File: config.mk
export PLATFORM = sky130hd
export DESIGN_NAME = rc_pulse_width_monitor
export DESIGN_NICKNAME = d
export VERILOG_FILES = /design/src/hw/rtl/rcpwm_pkg.sv /design/src/hw/rtl/rcpwm_meas.sv /design/src/hw/rtl/rcpwm_rsp_buf.sv /design/src/hw/rtl/rc_pulse_width_monitor.sv
export SDC_FILE = /design/constraint.sdc
export NUM_CORES = 1
export LEC_CHECK = 0
export BUFFER_PORTS_ARGS = -buffer_cell sky130_fd_sc_hd__buf_2
export CAP_MARGIN = 25
export CORE_MARGIN = 1.5
export CORE_UTILIZATION = 35
export DETAILED_ROUTE_END_ITERATION = 16
export SLEW_MARGIN = 20
export SYNTH_ARGS = -nofsm -noshare
export SYNTH_HDL_FRONTEND = slang
export SYNTH_HIERARCHICAL = 1
export SYNTH_SLANG_ARGS = --single-unit
File: constraint.sdc
create_clock -name clock -period 9.1 [get_ports clock]
set_clock_uncertainty 0.2 [all_clocks]
set_input_delay 2.73 -clock clock [delete_from_list [all_inputs] [get_ports clock]]
set_output_delay 2.73 -clock clock [all_outputs]
set_load 0.01 [all_outputs]
File: src/hw/rtl/rcpwm_pkg.sv
// Shared types and constants for the RC pulse width monitor.
// Used by rcpwm_meas, rcpwm_rsp_buf and rc_pulse_width_monitor; no dependencies.
`default_nettype none

package rcpwm_pkg;

   localparam int TIMER_BITS = 16;
   localparam int WIDTH_BITS = 16;
   localparam int COUNT_BITS = 8;
   localparam int SCALE_BITS = 8;
   localparam int CSR_DATA_BITS = 16;
   localparam int CSR_INDEX_BITS = 2;

   localparam logic [WIDTH_BITS-1:0] MIN_WIDTH_RESET = 16'd1000;
   localparam logic [WIDTH_BITS-1:0] MAX_WIDTH_RESET = 16'd2000;
   localparam logic [COUNT_BITS-1:0] MIN_PULSES_RESET = 8'd10;
   localparam logic [SCALE_BITS-1:0] US_PER_TICK_RESET = 8'd4;
   localparam logic [COUNT_BITS-1:0] COUNT_MAX = '1;

   typedef enum logic [CSR_INDEX_BITS-1:0] {
      CSR_MIN_WIDTH   = 2'd0,
      CSR_MAX_WIDTH   = 2'd1,
      CSR_MIN_PULSES  = 2'd2,
      CSR_US_PER_TICK = 2'd3
   } csr_index_type;

   typedef struct packed {
      logic [WIDTH_BITS-1:0] min_width_us;
      logic [WIDTH_BITS-1:0] max_width_us;
      logic [COUNT_BITS-1:0] min_pulses;
      logic [SCALE_BITS-1:0] us_per_tick;
   } cfg_type;

   typedef struct packed {
      logic [WIDTH_BITS-1:0] pulse_width_us;
      logic                  channel_good;
      logic                  new_pulse;
   } result_type;

endpackage

`default_nettype wire

File: src/hw/rtl/rcpwm_meas.sv
// Measurement state and per-sample update: tick counter, edge tracking,
// width scaling and bounds check, good-pulse count per wrap. Uses rcpwm_pkg.
`default_nettype none

module rcpwm_meas (
   input  wire logic                 clock,
   input  wire logic                 reset,
   input  wire rcpwm_pkg::cfg_type   cfg,
   input  wire logic                 sample_xfer,
   input  wire logic                 pin_level,
   output rcpwm_pkg::result_type     result
);

   logic [rcpwm_pkg::TIMER_BITS-1:0] tick_ff, tick_in;
   logic [rcpwm_pkg::TIMER_BITS-1:0] start_ff, start_in;
   logic                             prev_ff, prev_in;
   logic                             await_fall_ff, await_fall_in;
   logic [rcpwm_pkg::COUNT_BITS-1:0] pulses_ff, pulses_in;
   logic [rcpwm_pkg::WIDTH_BITS-1:0] width_ff, width_in;
   logic                             good_ff, good_in;

   logic [rcpwm_pkg::TIMER_BITS-1:0] elapsed;
   logic [rcpwm_pkg::TIMER_BITS+rcpwm_pkg::SCALE_BITS-1:0] product;
   logic [rcpwm_pkg::WIDTH_BITS-1:0] width;
   logic                             in_bounds;
   logic                             fresh;
   logic [rcpwm_pkg::COUNT_BITS-1:0] pulses_edge;
   logic                             await_edge;

   assign elapsed   = tick_ff - start_ff;
   assign product   = elapsed * {{rcpwm_pkg::TIMER_BITS{1'b0}}, cfg.us_per_tick};
   assign width     = product[rcpwm_pkg::WIDTH_BITS-1:0];
   assign in_bounds = (width >= cfg.min_width_us) && (width <= cfg.max_width_us);

   always_comb begin
      start_in    = start_ff;
      await_edge  = await_fall_ff;
      width_in    = width_ff;
      pulses_edge = pulses_ff;
      fresh       = 1'b0;
      good_in     = good_ff;

      if (!await_fall_ff) begin
         if (!prev_ff && pin_level) begin
            start_in   = tick_ff;
            await_edge = 1'b1;
         end
      end else if (prev_ff && !pin_level) begin
         await_edge = 1'b0;
         if (in_bounds) begin
            width_in = width;
            fresh    = 1'b1;
            if (pulses_ff != rcpwm_pkg::COUNT_MAX) begin
               pulses_edge = pulses_ff + 1'b1;
            end
         end
      end

      prev_in       = pin_level;
      tick_in       = tick_ff + 1'b1;
      await_fall_in = await_edge;
      pulses_in     = pulses_edge;

      // counter wrap closes the period; edge results above already count
      if (tick_in == '0) begin
         if (pulses_edge < cfg.min_pulses) begin
            await_fall_in = 1'b0;
            good_in       = 1'b0;
         end else begin
            good_in = 1'b1;
         end
         pulses_in = '0;
      end
   end

   always_ff @(posedge clock) begin
      if (reset) begin
         tick_ff       <= '0;
         start_ff      <= '0;
         prev_ff       <= 1'b1;
         await_fall_ff <= 1'b0;
         pulses_ff     <= '0;
         width_ff      <= '0;
         good_ff       <= 1'b0;
      end else if (sample_xfer) begin
         tick_ff       <= tick_in;
         start_ff      <= start_in;
         prev_ff       <= prev_in;
         await_fall_ff <= await_fall_in;
         pulses_ff     <= pulses_in;
         width_ff      <= width_in;
         good_ff       <= good_in;
      end
   end

   assign result.pulse_width_us = width_in;
   assign result.channel_good   = good_in;
   assign result.new_pulse      = fresh;

endmodule

`default_nettype wire

File: src/hw/rtl/rcpwm_rsp_buf.sv
// Result register with a skid stage so the sample side can pass one more result
// while the receiver stalls. Uses rcpwm_pkg.
`default_nettype none

module rcpwm_rsp_buf (
   input  wire logic                  clock,
   input  wire logic                  reset,
   input  wire logic                  in_xfer,
   input  wire rcpwm_pkg::result_type in_data,
   output logic                       in_stall,
   output logic                       out_valid,
   input  wire logic                  out_stall,
   output rcpwm_pkg::result_type      out_data
);

   logic                  main_valid_ff, main_valid_in;
   logic                  skid_valid_ff, skid_valid_in;
   rcpwm_pkg::result_type main_data_ff, main_data_in;
   rcpwm_pkg::result_type skid_data_ff, skid_data_in;
   logic                  main_free;

   assign main_free = !main_valid_ff || !out_stall;

   always_comb begin
      main_valid_in = main_valid_ff;
      main_data_in  = main_data_ff;
      skid_valid_in = skid_valid_ff;
      skid_data_in  = skid_data_ff;
      if (main_free) begin
         if (skid_valid_ff) begin
            main_valid_in = 1'b1;
            main_data_in  = skid_data_ff;
            skid_valid_in = 1'b0;
         end else begin
            main_valid_in = in_xfer;
            main_data_in  = in_data;
         end
      end else if (in_xfer) begin
         // in_stall is skid_valid_ff, so the skid is empty here
         skid_valid_in = 1'b1;
         skid_data_in  = in_data;
      end
   end

   always_ff @(posedge clock) begin
      if (reset) begin
         main_valid_ff <= 1'b0;
         skid_valid_ff <= 1'b0;
      end else begin
         main_valid_ff <= main_valid_in;
         skid_valid_ff <= skid_valid_in;
      end
   end

   always_ff @(posedge clock) begin
      main_data_ff <= main_data_in;
      skid_data_ff <= skid_data_in;
   end

   assign in_stall  = skid_valid_ff;
   assign out_valid = main_valid_ff;
   assign out_data  = main_data_ff;

endmodule

`default_nettype wire

File: src/hw/rtl/rc_pulse_width_monitor.sv
// Top level of the RC pulse width monitor: configuration registers, the
// measurement core and the result buffer. Uses rcpwm_pkg, rcpwm_meas, rcpwm_rsp_buf.
//
// Usage:
//   req_valid/req_pin_level carry one receiver pin sample per timer tick; a
//   sample transfers when req_valid is high and req_stall is low.
//   Every sample gives exactly one result on rsp_*: the last accepted pulse
//   width in microseconds, the channel-good flag of the last counter period
//   and new_pulse, set when an accepted pulse ended on that sample.
//   Throughput is one sample per cycle while req_stall is low; the edge, scale
//   and bounds logic is combinational between the state registers and the
//   result register.
//   When the receiver stalls, one more result is held in a skid stage and
//   req_stall rises only once that stage is full; nothing is dropped.
//   csr_write_en/csr_index/csr_wdata write min_width_us (0), max_width_us (1),
//   min_pulses (2) and us_per_tick (3); write only while the block is idle.
//   Synchronous reset restores 1000, 2000, 10, 4 in the registers, clears the
//   tick counter and pulse state, sets the previous pin level high and
//   empties the result buffer.
`default_nettype none

module rc_pulse_width_monitor (
   input  wire logic                                 clock,
   input  wire logic                                 reset,
   input  wire logic                                 req_valid,
   output logic                                      req_stall,
   input  wire logic                                 req_pin_level,
   output logic                                      rsp_valid,
   input  wire logic                                 rsp_stall,
   output logic [rcpwm_pkg::WIDTH_BITS-1:0]          rsp_pulse_width_us,
   output logic                                      rsp_channel_good,
   output logic                                      rsp_new_pulse,
   input  wire logic                                 csr_write_en,
   input  wire logic [rcpwm_pkg::CSR_INDEX_BITS-1:0] csr_index,
   input  wire logic [rcpwm_pkg::CSR_DATA_BITS-1:0]  csr_wdata
);

   rcpwm_pkg::cfg_type    cfg_ff, cfg_in;
   rcpwm_pkg::result_type meas_result;
   rcpwm_pkg::result_type rsp_data;
   logic                  req_xfer;

   always_comb begin
      cfg_in = cfg_ff;
      if (csr_write_en) begin
         unique case (rcpwm_pkg::csr_index_type'(csr_index))
            rcpwm_pkg::CSR_MIN_WIDTH:   cfg_in.min_width_us = csr_wdata;
            rcpwm_pkg::CSR_MAX_WIDTH:   cfg_in.max_width_us = csr_wdata;
            rcpwm_pkg::CSR_MIN_PULSES:
               cfg_in.min_pulses = csr_wdata[rcpwm_pkg::COUNT_BITS-1:0];
            rcpwm_pkg::CSR_US_PER_TICK:
               cfg_in.us_per_tick = csr_wdata[rcpwm_pkg::SCALE_BITS-1:0];
            default: cfg_in = cfg_ff;
         endcase
      end
   end

   always_ff @(posedge clock) begin
      if (reset) begin
         cfg_ff.min_width_us <= rcpwm_pkg::MIN_WIDTH_RESET;
         cfg_ff.max_width_us <= rcpwm_pkg::MAX_WIDTH_RESET;
         cfg_ff.min_pulses   <= rcpwm_pkg::MIN_PULSES_RESET;
         cfg_ff.us_per_tick  <= rcpwm_pkg::US_PER_TICK_RESET;
      end else begin
         cfg_ff <= cfg_in;
      end
   end

   assign req_xfer = req_valid && !req_stall;

   rcpwm_meas u_meas (
      .clock       (clock),
      .reset       (reset),
      .cfg         (cfg_ff),
      .sample_xfer (req_xfer),
      .pin_level   (req_pin_level),
      .result      (meas_result)
   );

   rcpwm_rsp_buf u_rsp_buf (
      .clock     (clock),
      .reset     (reset),
      .in_xfer   (req_xfer),
      .in_data   (meas_result),
      .in_stall  (req_stall),
      .out_valid (rsp_valid),
      .out_stall (rsp_stall),
      .out_data  (rsp_data)
   );

   assign rsp_pulse_width_us = rsp_data.pulse_width_us;
   assign rsp_channel_good   = rsp_data.channel_good;
   assign rsp_new_pulse      = rsp_data.new_pulse;

endmodule

`default_nettype wire

==> flow_summary.yaml <==
finish:
  syn2layout_area_growth_pct: 22.0
  multi_input_area_um2: 7230
  final_common_cell: "nand2_1"
  utilization_pct: 43.4
  nets: 1512
  nFillCells: 3035
  n_antenna_cell: 0
  layout_common_cells: "nand2_1, inv_1, buf_4"
  ff_latch_area_um2: 3270
  postLayoutCellArea_um2: 13300
  drive_above_1_share_pct: 21.6
die:
  io_pins: 44
  core.rowCount: 64
  core_area_um2: 30600
  die-area_um2: 32100
  initial_core_util_pct: 35.6
  die_width_um: 179
  die_y_um: 179
yosys:
  netlist_area_um2: 10900
  synth_cell_type_count: 68
  syn_nets: 1387
  avgSynthCellArea_um2: 8.91
  ys_seq_area_share_pct: 30.0
  synth-seq-cells: 145
  synth-edff-count: 36
  ys_async_sr_fraction_pct: 0
  synth_ff_type: "dfxtp_1"
  yosys_warnings: 6
  syn_inst: 1221
sta:
  hold_violations: 0
  maxSlewHeadroom_pct: 34.6
  finalMaxSlewViolations: 0
  setup_viol: 3
  rsz0062_at_grt: "yes"
  setup_slack_ns: -0.0887
  finalCritPeriodShare_pct: 101
  fmax_mhz: 109
  period_minus_slack_ns: 9.19
  finalSetupTns_ns: -0.137
  tightestPinTransition_ns: 0.977
  holdWs_ns: 0.251
power_and_ir_drop:
  switching_share_pct: 28.5
  pwr-share-comb_pct: 18.0
  p_int_w: 0.00125
  power.share.clock_pct: 42.3
  p_sw_w: 0.000498
  power_frac_seq_pct: 39.8
  powerDensity_nw_per_um2: 132
  power_leakage_nw: 6.11
  vdd.ir_drop.worst_mv: 0.157
status:
  status: "finished with violations"
  violations: "negative setup slack"
drt:
  dr.pass1.iters: 6
  viasPerCell: 4.92
  route.detailed.drc: 0
  vias: 8636
  drt_iter0_drc: 444
  wire_per_inst_um: 14.7
  routed_wirelength_um: 25800
  ant_nets: 0
place:
  io_buffers: 43
  placed_area_um2: 12200
  dp_hpwl_um: 19400
  gp_congestion: 0.827
setup_path:
  worst-path-stages: 39
  r2r_end: "u_rsp_buf/out_data[1]"
  cp_max_fo: 5
  crit_path_end_kind: "flip-flop"
  worstSetupStartpointType: "flip-flop"
  regToRegSetupSlack_ns: -0.09
  r2r-start: "u_meas/tick_ff[0]"
  arrival_ns: 9.28
  rr_worst_depth: 39
  crit_start: "u_meas/tick_ff[0]"
  endpoint: "u_rsp_buf/out_data[1]"
  slowest_stage: "or4b_4"
  slowest_delay_ns: 0.57
  critPathKind: "reg2reg"
  cp.buffers_inverters: 7
  crit_family: "adder cells"
  cp.required_ns: 9.20
global_route:
  antenna_found_initial: 0
  grt_pass1_vias: 8587
  grt_overflow: 0
  grt_pass1_wl_um: 43100
  track_usage_pct: 16.9
  grt_max_degree: 92
clock_network:
  cts_tree: "built"
  holdBufCountCts: 0
  clk_pin_slew_worst_paths_ns: 0.07
  worstSkewPairLatency_ns: 0.43
  htreeDepth: 4
  clock_path_buffers: 2
  numClockSinks: 145
  clock-root-buffer: "clkbuf_16"
  cts_buffers: 17
worst_hold_path:
  holdCritPathClass: "reg2reg"
  whs_path_depth: 2
flow_run:
  cap_viol_max_count: 0
[layer usage]
layer	track usage, %	vias up	part of all wire (%)
li1	-	4298	-
met1	22.5	4157	48
met2	28.1	146	47
met3	2.40	35	2.8
met4	5.41	0	2.0
met5	0	-	0
[cells by family after synthesis]
| family | share of synthesized area (%) |
|---|---|
| AOI/OAI and AO/OA | 8.45 |
| xor gates and xnor gates | 4.54 |
| adders and majority gates | 20.5 |
| buffers and inverters | 7.36 |
| DFF | 30.0 |
| muxes | 7.81 |
| and+or+nand+nor | 21.3 |
[stage by stage]
stage	setup WS (ns)	power [W]	cells
global route	-0.478	0.00183	1755
finish	-0.0887	0.00175	1755
CTS	-0.109	0.00176	1753
global placement	-0.197	0.000985	1705
floorplan	0.0464	0.000889	1221
detailed placement	-0.473	0.000991	1706
[tightest hold or removal path, cell delays in order (launching register included)]
cell	delay, ns
dfxtp_1	0.31
nand2_1	0.05
a21oi_1	0.05
[sequential cells by signal, summed over array words and instances, names as in the netlist]
signal and cells:
u_meas/good_ff 1, cfg_ff 48, u_meas/tick_ff 16, u_rsp_buf/in_stall 1, u_meas/pulses_ff 8, u_meas/await_fall_ff 1
u_rsp_buf/out_data 18, u_rsp_buf/out_valid 1, u_meas/width_ff 16, u_meas/prev_ff 1, u_meas/start_ff 16, u_rsp_buf/skid_data_ff 18
[synthesized netlist by cell type, types with 4 or more instances]
| cell type | n | share of area (%) |
|---|---|---|
| a211oi_1 | 7 | 0.48 |
| a21o_1 | 12 | 0.83 |
| a21oi_1 | 62 | 2.9 |
| a31oi_1 | 5 | 0.29 |
| and2_1 | 49 | 2.8 |
| and3_1 | 10 | 0.58 |
| buf_1 | 4 | 0.14 |
| buf_2 | 6 | 0.28 |
| buf_6 | 4 | 0.41 |
| clkbuf_1 | 34 | 1.2 |
| dfxtp_1 | 109 | 20 |
| edfxtp_1 | 36 | 9.9 |
| fa_1 | 61 | 11 |
| ha_1 | 81 | 9.3 |
| inv_1 | 143 | 4.9 |
| mux2_2 | 15 | 1.6 |
| mux2_4 | 10 | 1.4 |
| mux2i_1 | 53 | 4.9 |
| nand2_1 | 140 | 4.8 |
| nand2b_1 | 54 | 3.1 |
| nand3_1 | 20 | 0.92 |
| nand3b_1 | 5 | 0.35 |
| nand4_1 | 15 | 0.86 |
| nor2_1 | 101 | 3.5 |
| nor2b_1 | 15 | 0.86 |
| nor3_1 | 28 | 1.3 |
| o211ai_1 | 4 | 0.28 |
| o21a_1 | 5 | 0.35 |
| o21ai_0 | 17 | 0.78 |
| o21bai_1 | 4 | 0.28 |
| or2_2 | 6 | 0.35 |
| or3_1 | 8 | 0.46 |
| xnor2_1 | 28 | 2.3 |
| xor2_1 | 18 | 1.4 |
[how the worst min path moves through the flow]
stage,startpoint,slack (ns),to
2_1_floorplan,u_meas/width_ff[13],0.23,u_meas/width_ff[13]
3_3_place_gp,u_meas/width_ff[13],0.24,u_meas/width_ff[13]
6_report,u_meas/start_ff[7],0.25,u_meas/start_ff[7]
5_1_grt,u_meas/start_ff[9],0.27,u_meas/start_ff[9]
4_1_cts,u_meas/start_ff[4],0.26,u_meas/start_ff[4]
3_5_place_dp,u_meas/start_ff[7],0.25,u_meas/start_ff[7]
[repair_timing]
action | in CTS | in global routing
setup endpoints to repair | 4 | 4
setup buffers | 15 | 2
gates resized for setup | 40 | 22
pin swaps | 45 | 17
[final cells by class]
class	count	area share [%]
Timing Repair Buffer	158	8.23
Inverter	144	4.07
Clock inverter	13	1.24
Tap cell	396	3.73
Multi-Input combinational cell	880	54.5
Clock buffer	19	3.58
Sequential cell	145	24.6
[power groups by stage]
stage	logic [W]	registers, W	clock network (W)
6_report	0.000314	0.000696	0.000739
2_1_floorplan	0.000179	0.000710	0
4_1_cts	0.000305	0.000696	0.000755
3_5_place_dp	0.000281	0.000710	0
3_3_place_gp	0.000275	0.000710	0
5_1_grt	0.000349	0.000699	0.000779
Note: power is estimated with default switching activity, not from simulation.
